$ cat src/rtl/lmsc_pkg.sv
// ----------------------------------------------------------------------------
// LED matrix scan controller package
// Shared sizes, command codes and the command record passed from the
// front end to the back end.
// ----------------------------------------------------------------------------
package lmsc_pkg;

	// Geometry of the two cell stores.
	localparam int MAX_ROWS    = 24;
	localparam int MAX_COLS    = 16;
	localparam int LEVEL_BITS  = 12;
	localparam int MAX_RESULTS = 24;
	localparam int CELLS       = MAX_ROWS * MAX_COLS;
	localparam int CELL_AW     = $clog2(CELLS);

	// Field widths fixed by the port list.
	localparam int FUNC_W  = 3;
	localparam int RIDX_W  = 5;
	localparam int CIDX_W  = 4;
	localparam int VAL_W   = 16;
	localparam int CHAN_W  = 5;
	localparam int LVL_W   = 12;
	localparam int SEL_W   = 16;
	localparam int REG_W   = 5;
	localparam int REGIX_W = 2;

	// Internal counter widths.
	localparam int CNT_MAX     = (MAX_ROWS > MAX_COLS) ? MAX_ROWS : MAX_COLS;
	localparam int CNT_W       = $clog2(CNT_MAX + 1);
	localparam int COL_W       = (MAX_COLS > 1) ? $clog2(MAX_COLS) : 1;
	localparam int EFF_ROW_LIM = (MAX_ROWS < MAX_RESULTS) ? MAX_ROWS : MAX_RESULTS;

	// Mask applied to a drive cell to form the level.
	localparam logic [VAL_W-1:0] LVL_MASK = VAL_W'(((1 << LEVEL_BITS) - 1) & 'hFFF);

	// Reset values and indexes of the configuration registers.
	localparam logic [REG_W-1:0]   ROW_COUNT_RST = REG_W'(24);
	localparam logic [REG_W-1:0]   COL_COUNT_RST = REG_W'(8);
	localparam logic [REGIX_W-1:0] REG_ROW_COUNT = REGIX_W'(0);
	localparam logic [REGIX_W-1:0] REG_COL_COUNT = REGIX_W'(1);

	// Command codes on the func port.
	typedef enum logic [FUNC_W-1:0] {
		FN_SET_CELL = 3'd0,
		FN_SET_ROW  = 3'd1,
		FN_SET_COL  = 3'd2,
		FN_SET_ALL  = 3'd3,
		FN_SWAP     = 3'd4,
		FN_READ     = 3'd5,
		FN_SCAN     = 3'd6
	} func_t;

	// Work kinds carried out by the back end.
	typedef enum logic [1:0] {
		OP_WRITE = 2'd0,
		OP_COPY  = 2'd1,
		OP_READ  = 2'd2,
		OP_SCAN  = 2'd3
	} op_t;

	// One classified command waiting in the queue.
	typedef struct packed {
		op_t                op;
		logic [CELL_AW-1:0] addr;
		logic [CNT_W-1:0]   inner;
		logic [CNT_W-1:0]   outer;
		logic               stride_row;
		logic [VAL_W-1:0]   value;
		logic [COL_W-1:0]   col;
		logic               read_ok;
	} cmd_t;

	// Status reported by the back end to the front end.
	typedef struct packed {
		logic clearing;
	} back_stat_t;

endpackage

$ cat src/rtl/lmsc_queue.sv
// ----------------------------------------------------------------------------
// LED matrix scan controller command queue
// Two-entry queue of work records between the front and back ends.
// ----------------------------------------------------------------------------
module lmsc_queue (
	input  logic           clk,
	input  logic           arst_n,
	input  logic           push,
	input  lmsc_pkg::cmd_t push_data,
	input  logic           pop,
	output lmsc_pkg::cmd_t pop_data,
	output logic           full,
	output logic           empty
);

	localparam int DEPTH = 2;
	localparam int PTR_W = $clog2(DEPTH);

	lmsc_pkg::cmd_t           mem_q [DEPTH];
	logic [PTR_W-1:0]         wr_ptr_q;
	logic [PTR_W-1:0]         rd_ptr_q;
	logic [$clog2(DEPTH+1)-1:0] count_q;

	assign full     = (32'(count_q) == DEPTH);
	assign empty    = (count_q == '0);
	assign pop_data = mem_q[rd_ptr_q];

	// Entry storage.
	always_ff @(posedge clk) begin
		if (push) begin
			mem_q[wr_ptr_q] <= push_data;
		end
	end

	// Pointers and fill count.
	always_ff @(posedge clk or negedge arst_n) begin
		if (!arst_n) begin
			wr_ptr_q <= '0;
			rd_ptr_q <= '0;
			count_q  <= '0;
		end else begin
			if (push) begin
				wr_ptr_q <= wr_ptr_q + PTR_W'(1);
			end
			if (pop) begin
				rd_ptr_q <= rd_ptr_q + PTR_W'(1);
			end
			if (push && !pop) begin
				count_q <= count_q + 1'b1;
			end else if (pop && !push) begin
				count_q <= count_q - 1'b1;
			end
		end
	end

	// The front end must never push into a full queue.
	a_no_overflow: assert property (@(posedge clk) disable iff (!arst_n)
		!(push && full && !pop))
		else $error("queue overflow");

	// Nothing is popped from an empty queue.
	a_no_underflow: assert property (@(posedge clk) disable iff (!arst_n)
		!(pop && empty))
		else $error("queue underflow");

endmodule

$ cat config.mk
export PLATFORM = sky130hd
export DESIGN_NAME = lmsc_queue
export DESIGN_NICKNAME = d
export VERILOG_FILES = /design/src/rtl/lmsc_pkg.sv /design/src/rtl/lmsc_queue.sv
export SDC_FILE = /design/constraint.sdc
export NUM_CORES = 1
export LEC_CHECK = 0
export BUFFER_PORTS_ARGS = -buffer_cell sky130_fd_sc_hd__buf_2
export CORE_MARGIN = 2
export CORE_UTILIZATION = 43
export DETAILED_ROUTE_END_ITERATION = 8
export HOLD_SLACK_MARGIN = 0.08
export PLACE_DENSITY = 0.68
export SYNTH_ARGS = -nofsm -noshare
export SYNTH_HDL_FRONTEND = slang
export SYNTH_SLANG_ARGS = --single-unit
$ cat constraint.sdc
create_clock -name clk -period 3.65 [get_ports clk]
set_input_delay 0.365 -clock clk [delete_from_list [all_inputs] [get_ports clk]]
set_output_delay 0.365 -clock clk [all_outputs]
set_load 0.03 [all_outputs]
==> Word-level counts from Yosys, hierarchy flattened <==
Memories as Yosys holds them, arrays and structs flattened.
Index checks and enable logic that the tools add are counted.
{ "op_classes": {"n_addsub": 4, "n_reduce_logical": 6, "n_mux": 4, "eq_ne": 1} }
{ "op_table": {"columns": ["operator", "count"], "rows": [
  ["2-bit two-way mux", 2],
  ["1-bit adder, second input constant", 2],
  ["2-bit by 1-bit adder with 2-bit output, second input constant", 1],
  ["2-bit equality test, second input constant", 1],
  ["1-bit logical AND", 2],
  ["1-bit zero test", 2],
  ["2-bit zero test", 1],
  ["1-bit two-way mux", 2],
  ["2-bit nonzero test", 1],
  ["2-bit by 1-bit subtractor with 2-bit output, second input constant", 1]
]} }
{ "totals": {"wordCells": 19, "memories": 1, "input_bits": 47, "ramBits": 86, "register_bits": 4} }
{ "memory_table": {"columns": ["memory", "depth", "width", "rd", "rd_ports_with_merged_regs", "write_ports", "line", "source"], "rows": [
  ["mem_q", 2, 43, 1, 0, 1, "lmsc_queue.sv:19", "lmsc_pkg::cmd_t mem_q [DEPTH];"]
]} }

==> Depth between registers and ports, before layout <==
{ "depth": {"word_depth": 4, "ltp_mapped": 5, "mapped_depth_nobuf": 5} }

==> Least setup slack after synthesis <==
Ideal clock, no wire load.
{ "synth_timing": {"kind": "flip-flop to flip-flop", "from": "register wr_ptr_q", "to": "memory mem_q[0][0] (netlist name) (enable)", "n_path_buf": 0, "t_arrival_ns": 2.325, "slack_ns": 0.877, "path_stages_with_launch": 2, "cell_sequence": "dfrtp_1 -> nor2b_1"} }
{ "synth_lines": {"columns": ["item", "line", "source"], "rows": [
  ["from (decl)", "lmsc_queue.sv:20", "logic [PTR_W-1:0] wr_ptr_q;"],
  ["from (signal assigned)", "lmsc_queue.sv:43", "wr_ptr_q <= wr_ptr_q + PTR_W'(1);"],
  ["to (decl)", "lmsc_queue.sv:19", null]
]} }
Straight into the memory's write port.

==> out/results.ini <==
[placement]
dp_hpwl_um=3610
placed_area_um2=4020
finalWeightedCongestion=0.639
port_buffers=91

[global_routing]
globalRouteOverflowTotal=0
top_usage_layer=met2
antenna_found_initial=0
grt.met2_usage=0.207
grt_pass1_vias=1708
grt_pass1_wl_um=8310
grtUsageMet1=0.167
track_usage=0.128
gr-usage-met3=0.0289
grt_max_degree=44

[timing]
setup-tns-final_ns=0
slew_headroom=0.269
rsz0062_at_grt=false
maxSlewViolCount=0
worst_pin_slew_ns=1.10
fin_crit_ns=2.25
fin_worst_skew_ns=0.00653
min_period_over_period=0.616
fmaxAchievable_mhz=445
setup_violations=0
fin_hold_ws_ns=0.209
hold_violations=0

[worst_setup_path]
path_class=reg2out
cp.buffers_inverters=2
r2r-end=mem_q[0][20]
crit_family=flip-flops
cp.arrival_ns=1.88
reg2regPathDepth=2
cp-startpoint=rd_ptr_q
critPathMaxFanout=27
cp.required_ns=3.28
cp-start-kind=flip-flop
r2r_slack_ns=1.90
crit_cells=3
cp-end-kind=primary output
cp-endpoint=pop_data[8]
max_stage_delay_ns=0.72
path_cells=buf_12 -> mux2_4 -> buf_2
r2r_start=wr_ptr_q
worst_path_max_delay_cell=dfrtp_2

[power]
combPwrFrac=0.381
p_clk_frac=0.188
p_sw_mw=1.22
cellLeakagePower_nw=1.71
p_int_mw=2.23
power.density_nw_per_um2=816
p_seq_frac=0.431
peakVddDrop_mv=0.366
switching_share=0.354

[detailed_routing]
num_vias=1661
drt_iter0_markers=33
route.detailed.drc=0
ant_nets=0
finalWirelength_um=5560
viasPerCell=4.65
wl_per_cell_um=15.6
dr.pass1.iters=2

[yosys]
synth.distinct_cells=13
syn_area_per_cell_um2=23.3
synth-seq-area-share=0.768
synth_area_um2=3490
syn_inst=150
syn_nets=198
ys.warnings.count=0
synth-seq-cells=90

[die]
io_pins=92
die_area_um2=8850
coreArea_um2=7810
die_h_um=94.1
die_w_um=94.1
rows=32
start_util=0.447

[clocking]
cts_tree=done
cts_sinks=90
cts_made_buffers=9
clk_pin_slew_ns=0.09
clock_tree.buffer_depth=2
worstSkewPairLatency_ns=0.34
cts_root_buf=clkbuf_8
htreeDepth=3

[finish]
areaGrowthSynthToFinish_pct=21.0
mostFrequentLayoutCells=buf_2, edfxtp_1, mux2_4
drive_gt1_frac=0.604
multi_input_area_um2=722
regArea_um2=2680
nNetsFinal=298
final_common_cell=buf_2
fill_cells=641
fin_area_um2=4220
antenna_cells=0

[run_status]
status=finished clean

[worst_hold_path]
hp-class=in2reg

[job]
cap_violations=0

synth_stat cells:
master    instances  area share
edfxtp_1         86        0.74
mux2_4           39        0.17
buf_12            4       0.023
dfrtp_1           4       0.029
mux2_2            4       0.013
xor2_1            4       0.010
nor2_1            2      0.0022
nor2b_1           2      0.0036
and2_1            1      0.0018
buf_6             1      0.0032
ha_1              1      0.0036
inv_1             1      0.0011
xnor2_1           1      0.0025
worst min-delay path by stage:
stage | startpoint | slack (ns) | to | depth (start not counted)
6_report | push_data[40] | 0.21 | mem_q[0][40] | 1
4_1_cts | push_data[4] | 0.19 | mem_q[1][4] | 1
5_1_grt | push_data[40] | 0.19 | mem_q[1][40] | 1
3_5_place_dp | arst_n | 0.18 | count_q[0] | 1
2_1_floorplan | arst_n | 0.07 | count_q[0] | 0
3_3_place_gp | arst_n | 0.18 | count_q[0] | 1
through the flow:
step           setup WS, ns   util  total power, mW  cells
2_1_floorplan         0.877      -             2.60    150
3_3_place_gp           1.75  0.515             2.83    340
3_5_place_dp           1.73  0.515             2.84    340
4_1_cts                1.35  0.541             3.49    357
5_1_grt                1.29  0.541             3.61    357
6_report               1.40  0.541             3.45    357
state kept, by name (all words and copies together), names as in the netlist:
| signal | cells |
|---|---|
| rd_ptr_q | 1 |
| count_q | 2 |
| wr_ptr_q | 1 |
| mem_q | 86 |
kinds of logic (layout without fill, tap and decap cells):
kind of cell | after synthesis | after routing | share of synthesized area
adders and majority gates | 1 | 1 | 0.00358
buffers and inverters | 6 | 111 | 0.0272
DFF | 90 | 90 | 0.768
xor gates and xnor gates | 5 | 5 | 0.0125
muxes | 43 | 43 | 0.181
and+or+nand+nor | 5 | 5 | 0.00753
area by class of cell:
class,instances,area share
sequential,90,0.636
multi-input combinational,54,0.171
timing repair buffer,94,0.117
tap,102,0.0302
clock buffer,9,0.0293
clock inverter,7,0.0163
inverter,1,0.000889
routing by layer:
metal	vias up	part of all wire
li1	781	-
met1	815	0.44
met2	58	0.49
met3	7	0.063
met4	0	0.013
met5	-	0
power by group through the flow:
| stage | Sequential, mW | Combinational, mW | Clock [mW] |
|---|---|---|---|
| CTS | 1.49 | 1.33 | 0.668 |
| global route | 1.51 | 1.39 | 0.708 |
| global placement | 1.50 | 1.32 | 0 |
| detailed placement | 1.52 | 1.33 | 0 |
| floorplan | 1.45 | 1.15 | 0 |
| finish | 1.49 | 1.31 | 0.648 |
repair_timing:
action	in CTS	in global routing
endpoints found under the hold margin	4	0
resized for setup	0	0
buffers inserted	0	0
hold buffers	1	0
No activity file was read; power rests on OpenSTA's default activity.
