File: config.mk
export PLATFORM = sky130hd
export DESIGN_NAME = lmsc_front
export DESIGN_NICKNAME = d
export VERILOG_FILES = /design/src/rtl/lmsc_pkg.sv /design/src/rtl/lmsc_front.sv
export SDC_FILE = /design/constraint.sdc
export NUM_CORES = 1
export LEC_CHECK = 0
export BUFFER_PORTS_ARGS = -buffer_cell sky130_fd_sc_hd__clkbuf_2
export CAP_MARGIN = 20
export CORE_MARGIN = 2
export CORE_UTILIZATION = 55
export CTS_CLUSTER_DIAMETER = 30
export DETAILED_ROUTE_END_ITERATION = 10
export PLACE_DENSITY = 0.87
export SLEW_MARGIN = 20
export SYNTH_ARGS = -nofsm -noshare
export SYNTH_HDL_FRONTEND = slang
export SYNTH_SLANG_ARGS = --single-unit
File: constraint.sdc
create_clock -name clk -period 11.2 [get_ports clk]
set_clock_uncertainty 0.2 [all_clocks]
set_input_delay 1.68 -clock clk [delete_from_list [all_inputs] [get_ports clk]]
set_output_delay 1.68 -clock clk [all_outputs]
set_load 0.01 [all_outputs]
File: src/rtl/lmsc_pkg.sv
// ----------------------------------------------------------------------------
// LED matrix scan controller package
// Shared sizes, command codes and the command record passed from the
// front end to the back end.
// ----------------------------------------------------------------------------
package lmsc_pkg;

	// Geometry of the two cell stores.
	localparam int MAX_ROWS    = 24;
	localparam int MAX_COLS    = 16;
	localparam int LEVEL_BITS  = 12;
	localparam int MAX_RESULTS = 24;
	localparam int CELLS       = MAX_ROWS * MAX_COLS;
	localparam int CELL_AW     = $clog2(CELLS);

	// Field widths fixed by the port list.
	localparam int FUNC_W  = 3;
	localparam int RIDX_W  = 5;
	localparam int CIDX_W  = 4;
	localparam int VAL_W   = 16;
	localparam int CHAN_W  = 5;
	localparam int LVL_W   = 12;
	localparam int SEL_W   = 16;
	localparam int REG_W   = 5;
	localparam int REGIX_W = 2;

	// Internal counter widths.
	localparam int CNT_MAX     = (MAX_ROWS > MAX_COLS) ? MAX_ROWS : MAX_COLS;
	localparam int CNT_W       = $clog2(CNT_MAX + 1);
	localparam int COL_W       = (MAX_COLS > 1) ? $clog2(MAX_COLS) : 1;
	localparam int EFF_ROW_LIM = (MAX_ROWS < MAX_RESULTS) ? MAX_ROWS : MAX_RESULTS;

	// Mask applied to a drive cell to form the level.
	localparam logic [VAL_W-1:0] LVL_MASK = VAL_W'(((1 << LEVEL_BITS) - 1) & 'hFFF);

	// Reset values and indexes of the configuration registers.
	localparam logic [REG_W-1:0]   ROW_COUNT_RST = REG_W'(24);
	localparam logic [REG_W-1:0]   COL_COUNT_RST = REG_W'(8);
	localparam logic [REGIX_W-1:0] REG_ROW_COUNT = REGIX_W'(0);
	localparam logic [REGIX_W-1:0] REG_COL_COUNT = REGIX_W'(1);

	// Command codes on the func port.
	typedef enum logic [FUNC_W-1:0] {
		FN_SET_CELL = 3'd0,
		FN_SET_ROW  = 3'd1,
		FN_SET_COL  = 3'd2,
		FN_SET_ALL  = 3'd3,
		FN_SWAP     = 3'd4,
		FN_READ     = 3'd5,
		FN_SCAN     = 3'd6
	} func_t;

	// Work kinds carried out by the back end.
	typedef enum logic [1:0] {
		OP_WRITE = 2'd0,
		OP_COPY  = 2'd1,
		OP_READ  = 2'd2,
		OP_SCAN  = 2'd3
	} op_t;

	// One classified command waiting in the queue.
	typedef struct packed {
		op_t                op;
		logic [CELL_AW-1:0] addr;
		logic [CNT_W-1:0]   inner;
		logic [CNT_W-1:0]   outer;
		logic               stride_row;
		logic [VAL_W-1:0]   value;
		logic [COL_W-1:0]   col;
		logic               read_ok;
	} cmd_t;

	// Status reported by the back end to the front end.
	typedef struct packed {
		logic clearing;
	} back_stat_t;

endpackage

File: src/rtl/lmsc_front.sv
// ----------------------------------------------------------------------------
// LED matrix scan controller front end
// Holds the configuration registers and the scan column, accepts commands,
// checks their indexes and turns them into work records for the queue.
// ----------------------------------------------------------------------------
module lmsc_front (
	input  logic                          clk,
	input  logic                          arst_n,
	input  logic                          start,
	output logic                          busy,
	input  logic [lmsc_pkg::FUNC_W-1:0]   func,
	input  logic [lmsc_pkg::RIDX_W-1:0]   row_index,
	input  logic [lmsc_pkg::CIDX_W-1:0]   col_index,
	input  logic [lmsc_pkg::VAL_W-1:0]    cell_value,
	input  logic                          cfg_valid,
	output logic                          cfg_ready,
	input  logic [lmsc_pkg::REGIX_W-1:0]  cfg_index,
	input  logic [lmsc_pkg::REG_W-1:0]    cfg_data,
	input  logic                          q_full,
	input  lmsc_pkg::back_stat_t          stat,
	output logic                          push,
	output lmsc_pkg::cmd_t                push_data
);

	logic [lmsc_pkg::REG_W-1:0]   row_count_q;
	logic [lmsc_pkg::REG_W-1:0]   col_count_q;
	logic [lmsc_pkg::COL_W-1:0]   scol_q;
	logic [lmsc_pkg::CNT_W-1:0]   nr;
	logic [lmsc_pkg::CNT_W-1:0]   nc;
	logic                         rok;
	logic                         cok;
	logic                         accept;
	logic [lmsc_pkg::COL_W-1:0]   cur_col;
	logic [lmsc_pkg::COL_W-1:0]   nxt_col;
	logic [lmsc_pkg::CELL_AW-1:0] col_base;
	logic [lmsc_pkg::CELL_AW-1:0] cur_base;
	lmsc_pkg::cmd_t               cmd;
	logic                         keep;

	// Configuration writes are always taken.
	assign cfg_ready = 1'b1;
	assign busy      = q_full | stat.clearing;
	assign accept    = start & ~busy;

	// Effective counts, clamped to their legal ranges.
	always_comb begin
		if (row_count_q == '0) begin
			nr = lmsc_pkg::CNT_W'(1);
		end else if (32'(row_count_q) > lmsc_pkg::EFF_ROW_LIM) begin
			nr = lmsc_pkg::CNT_W'(lmsc_pkg::EFF_ROW_LIM);
		end else begin
			nr = lmsc_pkg::CNT_W'(row_count_q);
		end
		if (col_count_q == '0) begin
			nc = lmsc_pkg::CNT_W'(1);
		end else if (32'(col_count_q) > lmsc_pkg::MAX_COLS) begin
			nc = lmsc_pkg::CNT_W'(lmsc_pkg::MAX_COLS);
		end else begin
			nc = lmsc_pkg::CNT_W'(col_count_q);
		end
	end

	assign rok = 32'(row_index) < 32'(nr);
	assign cok = 32'(col_index) < 32'(nc);

	// Column taken by a scan tick and the one after it.
	assign cur_col = (32'(scol_q) < 32'(nc)) ? scol_q : '0;
	assign nxt_col = ((32'(cur_col) + 1) >= 32'(nc)) ? '0
		: lmsc_pkg::COL_W'(32'(cur_col) + 1);

	// Base addresses of the addressed column and the scanned column.
	assign col_base = lmsc_pkg::CELL_AW'(col_index) *
		lmsc_pkg::CELL_AW'(lmsc_pkg::MAX_ROWS);
	assign cur_base = lmsc_pkg::CELL_AW'(cur_col) *
		lmsc_pkg::CELL_AW'(lmsc_pkg::MAX_ROWS);

	// Classify the command into one work record.
	always_comb begin
		cmd            = '0;
		cmd.value      = cell_value;
		cmd.inner      = lmsc_pkg::CNT_W'(1);
		cmd.outer      = lmsc_pkg::CNT_W'(1);
		cmd.op         = lmsc_pkg::OP_WRITE;
		keep           = 1'b0;
		unique case (lmsc_pkg::func_t'(func))
			lmsc_pkg::FN_SET_CELL: begin
				cmd.addr = col_base + lmsc_pkg::CELL_AW'(row_index);
				keep     = rok & cok;
			end
			lmsc_pkg::FN_SET_ROW: begin
				cmd.addr       = lmsc_pkg::CELL_AW'(row_index);
				cmd.inner      = nc;
				cmd.stride_row = 1'b1;
				keep           = rok;
			end
			lmsc_pkg::FN_SET_COL: begin
				cmd.addr  = col_base;
				cmd.inner = nr;
				keep      = cok;
			end
			lmsc_pkg::FN_SET_ALL: begin
				cmd.inner = nr;
				cmd.outer = nc;
				keep      = 1'b1;
			end
			lmsc_pkg::FN_SWAP: begin
				cmd.op = lmsc_pkg::OP_COPY;
				keep   = 1'b1;
			end
			lmsc_pkg::FN_READ: begin
				cmd.op      = lmsc_pkg::OP_READ;
				cmd.addr    = col_base + lmsc_pkg::CELL_AW'(row_index);
				cmd.read_ok = rok & cok;
				keep        = 1'b1;
			end
			lmsc_pkg::FN_SCAN: begin
				cmd.op    = lmsc_pkg::OP_SCAN;
				cmd.addr  = cur_base + lmsc_pkg::CELL_AW'(nr) - lmsc_pkg::CELL_AW'(1);
				cmd.inner = nr;
				cmd.col   = cur_col;
				keep      = 1'b1;
			end
			default: begin
				keep = 1'b0;
			end
		endcase
	end

	assign push      = accept & keep;
	assign push_data = cmd;

	// Configuration registers and scan column.
	always_ff @(posedge clk or negedge arst_n) begin
		if (!arst_n) begin
			row_count_q <= lmsc_pkg::ROW_COUNT_RST;
			col_count_q <= lmsc_pkg::COL_COUNT_RST;
			scol_q      <= '0;
		end else begin
			if (cfg_valid && cfg_index == lmsc_pkg::REG_ROW_COUNT) begin
				row_count_q <= cfg_data;
			end
			if (cfg_valid && cfg_index == lmsc_pkg::REG_COL_COUNT) begin
				col_count_q <= cfg_data;
			end
			if (accept && lmsc_pkg::func_t'(func) == lmsc_pkg::FN_SCAN) begin
				scol_q <= nxt_col;
			end
		end
	end

endmodule

# After elaboration in Yosys (flattened, before gate mapping)

Index checks and enable logic that the tools add are counted.

Register bits: 14
Input port bits: 41
Logic and storage cells: 51
Output and inout bits: 46

$add $sub $neg: 4
Eq/ne operators: 7
$lt $le $gt $ge: 6
Bitwise logic cells: 5
$mul: 2
Multiplexer cells: 14
Reduce and logical (&&, ||, !) cells: 10

Operator list:

| operator                                                              | count |
|---|---|
| 9-bit one-hot mux with 4 select lines                                 | 1 |
| 32-bit by 5-bit greater-or-equal comparator with 1-bit output         | 1 |
| 5-bit 2-to-1 mux                                                      | 5 |
| 9-bit by 5-bit adder with 9-bit output                                | 2 |
| 4-bit by 2-bit multiplier with 6-bit output, second input constant    | 2 |
| 4-bit 2-to-1 mux                                                      | 3 |
| 5-bit > comparator, second input constant                             | 2 |
| 5-bit zero test                                                       | 2 |
| 4-bit by 5-bit < comparator with 1-bit output                         | 2 |
| 5-bit one-hot mux with 2 select lines                                 | 1 |
| 3-bit equality test, second input constant                            | 3 |
| 9-bit by 1-bit subtractor with 9-bit output, second input constant    | 1 |
| 3-bit by 2-bit equality test with 1-bit output, second input constant | 2 |
| 2-bit one-hot mux with 3 select lines                                 | 1 |
| 4-bit by 1-bit adder with 5-bit output, second input constant         | 1 |
| 5-bit < comparator                                                    | 1 |
| 1-bit one-hot mux with 4 select lines                                 | 1 |
| 4-bit OR reduction                                                    | 1 |
| 1-bit AND                                                             | 3 |
| 3-bit by 1-bit equality test with 1-bit output, second input constant | 1 |
| 1-bit logical AND                                                     | 3 |
| 3-bit zero test                                                       | 1 |
| 3-bit OR reduction                                                    | 1 |
| 2-bit by 1-bit equality test with 1-bit output, second input constant | 1 |
| 5 further kinds                                                       | 6 |

# Longest topological paths before layout

Gate-level depths: netlist (run 1).

Word-level depth: 9
Mapped depth: 17
Depth with buffers taken out: 17

# Worst setup path before layout (run 1)

Ideal clock, no wire load.

Path kind: register -> output
Start point: reg col_count_q[4] (netlist name)
End point: out push_data[39] (netlist name)
Arrival time: 3,739 ps
Setup slack: 5,581 ps
Path buffers: 0
Stages on the path, launching flop included: 18
Required time: 9,320 ps
Path through: dfrtp_1 > clkinv_2 > nand2_1 > ha_1 > a21o_1 > a21oi_1 > o32a_1 > and2_1 > ha_1 > inv_1 > ha_1 > inv_1 > ha_1 > a21oi_1 > o21bai_1 > a21oi_1 > xor2_1 > o311ai_0

RTL lines:

| element                  | line              | text |
|---|---|---|
| start: declaration       | lmsc_front.sv:26  | `logic [lmsc_pkg::REG_W-1:0] col_count_q;` |
| start signal: assignment | lmsc_front.sv:136 | `col_count_q <= lmsc_pkg::COL_COUNT_RST;` |
| start signal: assignment | lmsc_front.sv:143 | `col_count_q <= cfg_data;` |
| end: declaration         | lmsc_front.sv:22  | `output lmsc_pkg::cmd_t push_data` |

==> run summary, run 1 <==
Status: finished clean
Total CTS buffers: 3
Placer Congestion: 0.880
Met1 GRT Util: 33.3%
Relative slew slack: 49.2%
Fin. Hold Viols: 0
Die Y: 70.3 um
Max H-tree Level: 1
Int Pwr: 0.000238 W
Share of cells above drive strength 1: 22.6%
Vias/cell: 6.03
Vias in the first global route: 2140
Flip-flop and latch count after synthesis: 14
CTS tree: done
Asr flop ratio synth: 100%
RSZ-0062 raised after global routing: false
Hold crit path type: reg -> reg
Setup crit end: push_data[38]
Post-DP Area: 0.00259 sq mm
Clock root cell: clkbuf_8
Clk pwr share: 9.1%
Worst setup EP type: output port
Post-synthesis instance area: 0.00242 sq mm
Final setup TNS: 0 ps
Initial antenna violation count: 0
Clock Tree Buf Depth: 2
Number of cell rows: 24
Top Usage Layer GRT: met2
Synth Area per Inst: 7.86 sq um
Multiplexer area fraction after synthesis: 5.01%
Final instance area: 0.00263 sq mm
P_sw: 0.000227 W
Top cells by area, synth: ha_1, dfrtp_1, buf_4, a21oi_1, inv_1
Main combinational cell family by area after synthesis: compound AO/OA/AOI/OAI gates
Largest net degree at the start of global routing: 23
PwrDens: 177 mW/mm^2
Clk_lat worst skew: 240 ps
GRT Resource Usage Total: 23.9%
Adder-Cell Fraction of Synth Area: 20.6%
Iteration-0 DRC count of the detailed router: 211
Drt first pass iters: 5
Highest clock rate: 157 MHz
Share of total power in combinational logic: 73.6%
Post-DP HPWL: 4830 um
Final nets: 420
Nature of the critical path startpoint: flip-flop
CTS resizes: 0
Max FO, Critical Path: 10
Reg power frac: 17.3%
Core area: 0.00429 sq mm
Global-route wire length before repair: 9830 um
P&R area growth vs syn: 8.73%
Pre-CTS setup slack: 5130 ps
Post-route insts no fill: 392
R2R depth: 14
Arrival time worst endpoint: 4480 ps
Cell variety after synth: 54
Register area share after synthesis: 14.6%
Fill cells: 411
Sw Share: 48.8%
Critical Path RT: 9320 ps
Total placed cells including tap cells: 388
Top cell type's share of synthesized area: 18.1%
# setup viols final: 0
DR vias: 2362
Ant. Diodes: 0
Starting Density: 56.4%
Synth Warn #: 0
Clk pin slew, worst setup/hold paths: 60 ps
Die footprint: 0.00495 sq mm
Xor/xnor share of the synthesized area: 4.29%
CTS Sinks: 14
Remaining DRCs: 0
MaxCap Viol Count: 0
Slew @ Worst Pin: 761 ps
R2r endpoint: scol_q[3]
Ports: 87
Routed wire per std cell: 15.0 um
Reg2Reg Launch Point: col_count_q[4]
Final min period: 6360 ps
Met3 Usage GRT: 2.16%
Hold_buf cts: 0
LEAKAGE: 1.32 nW
CP Launch Point: col_count_q[4]
Die width: 70.3 um
Post-CTS Setup Inserts: 0
Final Max Tran Viols: 0
Register-to-Register Setup Slack: 7240 ps
Grt ovf: 0
Post-DRT Antenna Nets: 0
Pwr Total: 0.000466 W
Final setup margin: 4840 ps
Post-synth top cells: ha_1, inv_1, nand2_1
Most used DFF post-synth: dfrtp_1
Drt total wl: 5890 um
Port Buffers: 53
Post-synth EDFFs: 0
Simple-gate portion of the synthesized area: 20.1%
Synth Area in Compound Gates: 23.5%
Syn nets: 387
Met2 Use GR: 40.5%
Final period util: 56.8%
Cell count after synthesis: 308
Synth area leader: ha_1
Most frequent cell after synthesis: ha_1
CP Class: reg -> out
Max VDD drop: 0.000102 V
-- worst max-delay path: stages (launching register included) --
cell and delay [ps]:
dfrtp_1 460, clkinv_2 210, nand2_1 210, ha_1 300, a21o_1 170, a21oi_1 270, o32a_1 310, and2_1 230
ha_1 340, ha_1 260, a31o_2 140, xnor2_2 120, ha_1 290, inv_1 110, nor4_1 60, a31oi_1 140
o211ai_1 120, a311o_1 370, clkbuf_2 130
-- per-layer routing --
metal | routed length, um | part of all wire [%]
met1 | 2640 | 45
met2 | 2890 | 49
met3 | 337 | 5.7
met4 | 28 | 0.48
met5 | 0 | 0
-- per-stage QoR --
step	util, %	hold slack [ps]
2_1_floorplan	-	304
3_3_place_gp	60.3	322
3_5_place_dp	60.3	326
4_1_cts	61.3	337
5_1_grt	61.3	360
6_report	61.3	337
-- placed cells by master, fill, tap and decap left out, types with 3 or more instances in the layout --
cell type	n
nor3_1	9
inv_1	31
a211oi_1	3
nand3_1	6
nand2_1	26
nand2b_1	4
nor2b_1	3
nor4_1	4
o22ai_1	8
dfstp_2	3
ha_1	35
o31ai_1	3
dfrtp_1	11
o211ai_1	5
clkbuf_8	3
mux2_2	9
fa_1	3
and3_1	4
and2_1	5
a21o_1	7
xnor2_1	7
o21ai_0	11
a31oi_1	4
xor2_1	3
a21oi_1	25
nor2_1	20
nor3b_1	3
clkbuf_2	53
-- flip-flops by register name, indices dropped and copies added, names as in the netlist --
register / count
col_count_q: 5
scol_q: 4
row_count_q: 5
-- logic make-up (layout without fill, tap and decap cells) --
group | after synthesis | after routing
flops | 14 | 14
simple gates | 92 | 92
mux | 11 | 11
fa+ha+maj | 38 | 38
buf+inv | 57 | 89
compound gates | 84 | 84
xor+xnor | 11 | 11
other cells | 1 | 1
-- layout make-up --
type / instances / area [sq um] / share of cell area [%]
Multi-Input combinational cell: 237 / 1780 / 67.7
Sequential cell: 14 / 354 / 13.5
Timing Repair Buffer: 53 / 265 / 10.1
Inverter: 32 / 121 / 4.61
Tap cell: 52 / 65.1 / 2.47
Clock buffer: 4 / 45.0 / 1.71
-- how the worst min path moves through the flow --
stage / to / startpoint / slack, ps / depth (start not counted)
finish: row_count_q[0] / row_count_q[0] / 340 / 1
global route: row_count_q[1] / row_count_q[1] / 360 / 1
CTS: row_count_q[1] / row_count_q[1] / 340 / 1
detailed placement: row_count_q[1] / row_count_q[1] / 330 / 1
global placement: row_count_q[2] / row_count_q[2] / 320 / 1
floorplan: row_count_q[1] / row_count_q[1] / 300 / 1
-- power groups by stage --
stage	sequential, W	clock [W]	combinational, W
4_1_cts	0.0000801	0.0000426	0.000342
3_3_place_gp	0.0000801	0	0.000330
2_1_floorplan	0.0000724	0	0.000280
6_report	0.0000806	0.0000421	0.000343
5_1_grt	0.0000827	0.0000452	0.000386
3_5_place_dp	0.0000808	0	0.000340
(Power assumes the default switching activity.)
==> run 2, diff against run 1 <==
--- a/config.mk
+++ b/config.mk
@@ -5,13 +5,14 @@
 export SDC_FILE = /design/constraint.sdc
 export NUM_CORES = 1
 export LEC_CHECK = 0
+export ABC_AREA = 1
 export BUFFER_PORTS_ARGS = -buffer_cell sky130_fd_sc_hd__clkbuf_2
 export CAP_MARGIN = 20
 export CORE_MARGIN = 2
-export CORE_UTILIZATION = 55
+export CORE_UTILIZATION = 51
 export CTS_CLUSTER_DIAMETER = 30
 export DETAILED_ROUTE_END_ITERATION = 10
-export PLACE_DENSITY = 0.87
+export PLACE_DENSITY = 0.82
 export SLEW_MARGIN = 20
 export SYNTH_ARGS = -nofsm -noshare
 export SYNTH_HDL_FRONTEND = slang
==> constraint.sdc (replaced) <==
create_clock -name clk -period 6.5 [get_ports clk]
set_clock_uncertainty 0.2 [all_clocks]
set_input_delay 0.975 -clock clk [delete_from_list [all_inputs] [get_ports clk]]
set_output_delay 0.975 -clock clk [all_outputs]
set_load 0.01 [all_outputs]
==> run 2 against run 1 <==
Net effect:
- critical path depth up 9
- total power up 130%
- clock power up 100%
- sequential share of layout area up 0.35 points
- routed wire length down 7.6%
- utilization down 2.4 points
- non-clock buffer count unchanged
- critical path type unchanged
- critical endpoint is now push_data[40]
- largest power group unchanged
- highest routed layer unchanged
==> run summary, run 2 <==
Status: finished clean
Total CTS buffers: 3 (unchanged)
Largest registers: col_count_q: 5 flops, row_count_q: 5 flops, scol_q: 4 flops
Share of cells above drive strength 1: 19.8% (-2.8 points)
Core area: 0.00435 sq mm (+1.4%)
Port Buffers: 53 (unchanged)
Hold crit path type: reg -> reg
Register-to-Register Setup Slack: 2910 ps (-4330 ps)
Post-synth EDFFs: 0 (unchanged)
Most used DFF post-synth: dfrtp_1
LEAKAGE: 1.50 nW (+14%)
P&R area growth vs syn: 10.9%
Multi-input combinational cell area: 0.00155 sq mm (-13%)
Post-DP Area: 0.00251 sq mm (-2.9%)
Final nets: 468 (+11%)
CTS tree: done
Fin. Hold Viols: 0 (unchanged)
Final Max Tran Viols: 0 (unchanged)
Synth Area per Inst: 6.63 sq um (-16%)
Number of cell rows: 24 (unchanged)
CTS Sinks: 14 (unchanged)
Vias in the first global route: 2145 (+0.23%)
Drt total wl: 5440 um (-7.6%)
Initial antenna violation count: 0 (unchanged)
Global-route wire length before repair: 9670 um (-1.5%)
Worst Path Buf+Inv: 7 (+4)
Final min period: 5380 ps
CP Class: reg -> out
Ant. Diodes: 0 (unchanged)
MaxCap Viol Count: 0 (unchanged)
Synth area leader: ha_1
Asr flop ratio synth: 100% (unchanged)
Clk pin slew, worst setup/hold paths: 60 ps (about the same)
Delay-heaviest family, CP: simple AND/OR/NAND/NOR gates
Max VDD drop: 0.000220 V (+110%)
Fill cells: 419 (+1.9%)
Routed wire per std cell: 12.4 um (-18%)
CP dominant cell by count: nand2_1
DR vias: 2315 (-2.0%)
Max FO, Critical Path: 10 (unchanged)
Post-DRT Antenna Nets: 0 (unchanged)
Post-route insts no fill: 440 (+12%)
Drt first pass iters: 4 (-1)
Register area share after synthesis: 15.3% (+0.68 points)
Commonest non-fill, non-tap cells in the layout: inv_1, nand2_1, clkbuf_2
PwrDens: 422 mW/mm^2 (+140%)
Starting Density: 53.1% (-3.2 points)
# setup viols final: 0 (unchanged)
Max H-tree Level: 1 (unchanged)
Highest clock rate: 186 MHz
Arrival time worst endpoint: 4200 ps (-280 ps)
CTS resizes: 0 (unchanged)
Post-synthesis instance area: 0.00231 sq mm (-4.4%)
FF+latch area: 354 sq um (unchanged)
Slew @ Worst Pin: 501 ps (-260 ps)
Cell count after synthesis: 349 (+13%)
Relative slew slack: 66.6% (+17 points)
Iteration-0 DRC count of the detailed router: 148 (-30%)
Post-DP HPWL: 4620 um (-4.5%)
Cell variety after synth: 40 (-26%)
Crit path largest cell delay: 410 ps (-50 ps)
Clock root cell: clkbuf_8
Synth Warn #: 0 (unchanged)
Remaining DRCs: 0 (unchanged)
Most common cell after layout, fill and taps aside: inv_1
Slowest cell on the critical path: dfrtp_1
Final setup TNS: 0 ps (unchanged)
Die footprint: 0.00509 sq mm (+2.9%)
Top cell type's share of synthesized area: 18.9% (+0.84 points)
Total placed cells including tap cells: 436 (+12%)
RSZ-0062 raised after global routing: false
Final period util: 82.7%
Top cells by area, synth: ha_1, dfrtp_1, inv_1, nand2_1, buf_4
Worst setup EP type: output port
Largest net degree at the start of global routing: 15 (-35%)
Vias/cell: 5.26 (-13%)
Grt ovf: 0 (unchanged)
Placer Congestion: 0.912 (+3.7%)
GRT Resource Usage Total: 23.0% (-0.84 points)
Flip-flop and latch count after synthesis: 14 (unchanged)
Final instance area: 0.00257 sq mm (-2.5%)
Ports: 87 (unchanged)
Clock Tree Buf Depth: 2 (unchanged)
Post-synth top cells: inv_1, nand2_1, ha_1
Syn nets: 428 (+11%)
Post-CTS Setup Inserts: 0 (unchanged)
Most frequent cell after synthesis: inv_1
Critical Path RT: 5320 ps (-4000 ps)
Die width: 71.4 um (+1.4%)
Clk_lat worst skew: 240 ps (about the same)
Die Y: 71.4 um (+1.4%)
Nature of the critical path startpoint: flip-flop
Hold_buf cts: 0 (unchanged)
==> run 2: cell count changes after synthesis, sizes merged, moves of 7 or more <==
cell / delta
inv: +42
nand2: +41
nor2: +13
nand3: +11
o21ai: +11
mux2: -9
a21o: -7
xnor2: -7
==> run 2: power breakdown <==
part | internal (W) | switching, W | leakage [nW]
logic | 0.000349 | 0.000518 | 1.31
registers | 0.000109 | 0.0000232 | 0.167
clock network | 0.0000536 | 0.0000304 | 0.0288
total | 0.000512 | 0.000572 | 1.50
==> run 2: area by class of cell <==
type                            instances  area share, %
Clock buffer                            4           2.15
Inverter                               73           10.7
Multi-Input combinational cell        244           60.5
Sequential cell                        14           13.8
Tap cell                               52           2.54
Timing Repair Buffer                   53           10.3
==> run 2: layer usage <==
metal	track usage, %	up-vias	share of wire (%)
met5	0	-	0
met4	3.56	0	0.46
met3	2.67	5	5.7
met2	37.3	67	45
met1	33.7	1047	49
li1	-	1196	-
==> run 2: cell families after synthesis <==
group | count (synthesis) | synth area share (%)
AND/OR/NAND/NOR | 133 | 26.0
XOR/XNOR | 6 | 2.27
AO/OA/AOI/OAI | 66 | 17.1
buffers and inverters | 91 | 17.6
adder cells (fa/ha/maj) | 38 | 21.5
flip-flops | 14 | 15.3
other | 1 | 0.162
==> run 2: final timing paths <==
check,start,end,cells past startpoint
max in group asynchronous,arst_n,col_count_q[3],1
max,col_count_q[4],push_data[40],27
min reg2reg,row_count_q[4],row_count_q[4],2
min,row_count_q[4],row_count_q[4],2
max reg2reg,col_count_q[4],scol_q[0],18
min in group asynchronous,arst_n,row_count_q[2],1
==> run 2: worst register-to-register path, cell delays in order, from the launching register on <==
cell      delay, ps
dfrtp_1         410
inv_2           170
nand2_1         160
ha_1            340
inv_1            70
nor2_1           40
and3_1          170
nand2_4         120
nand2_4          70
nor2_1          220
ha_1            270
xor2_1          210
inv_1            80
ha_1            270
o21a_1          100
o21a_1          150
o21ai_0         140
nand3b_1        170
o22ai_1         150
==> run 2: per-stage QoR <==
stage | util [%] | setup WS [ps] | hold WS (ps) | total power (W)
floorplan | - | 1850 | 253 | 0.000826
global placement | 57.7 | 1580 | 285 | 0.000969
detailed placement | 57.7 | 1400 | 300 | 0.000991
CTS | 58.9 | 1130 | 310 | 0.00108
global route | 58.9 | 756 | 336 | 0.00124
finish | 58.9 | 1120 | 312 | 0.00108
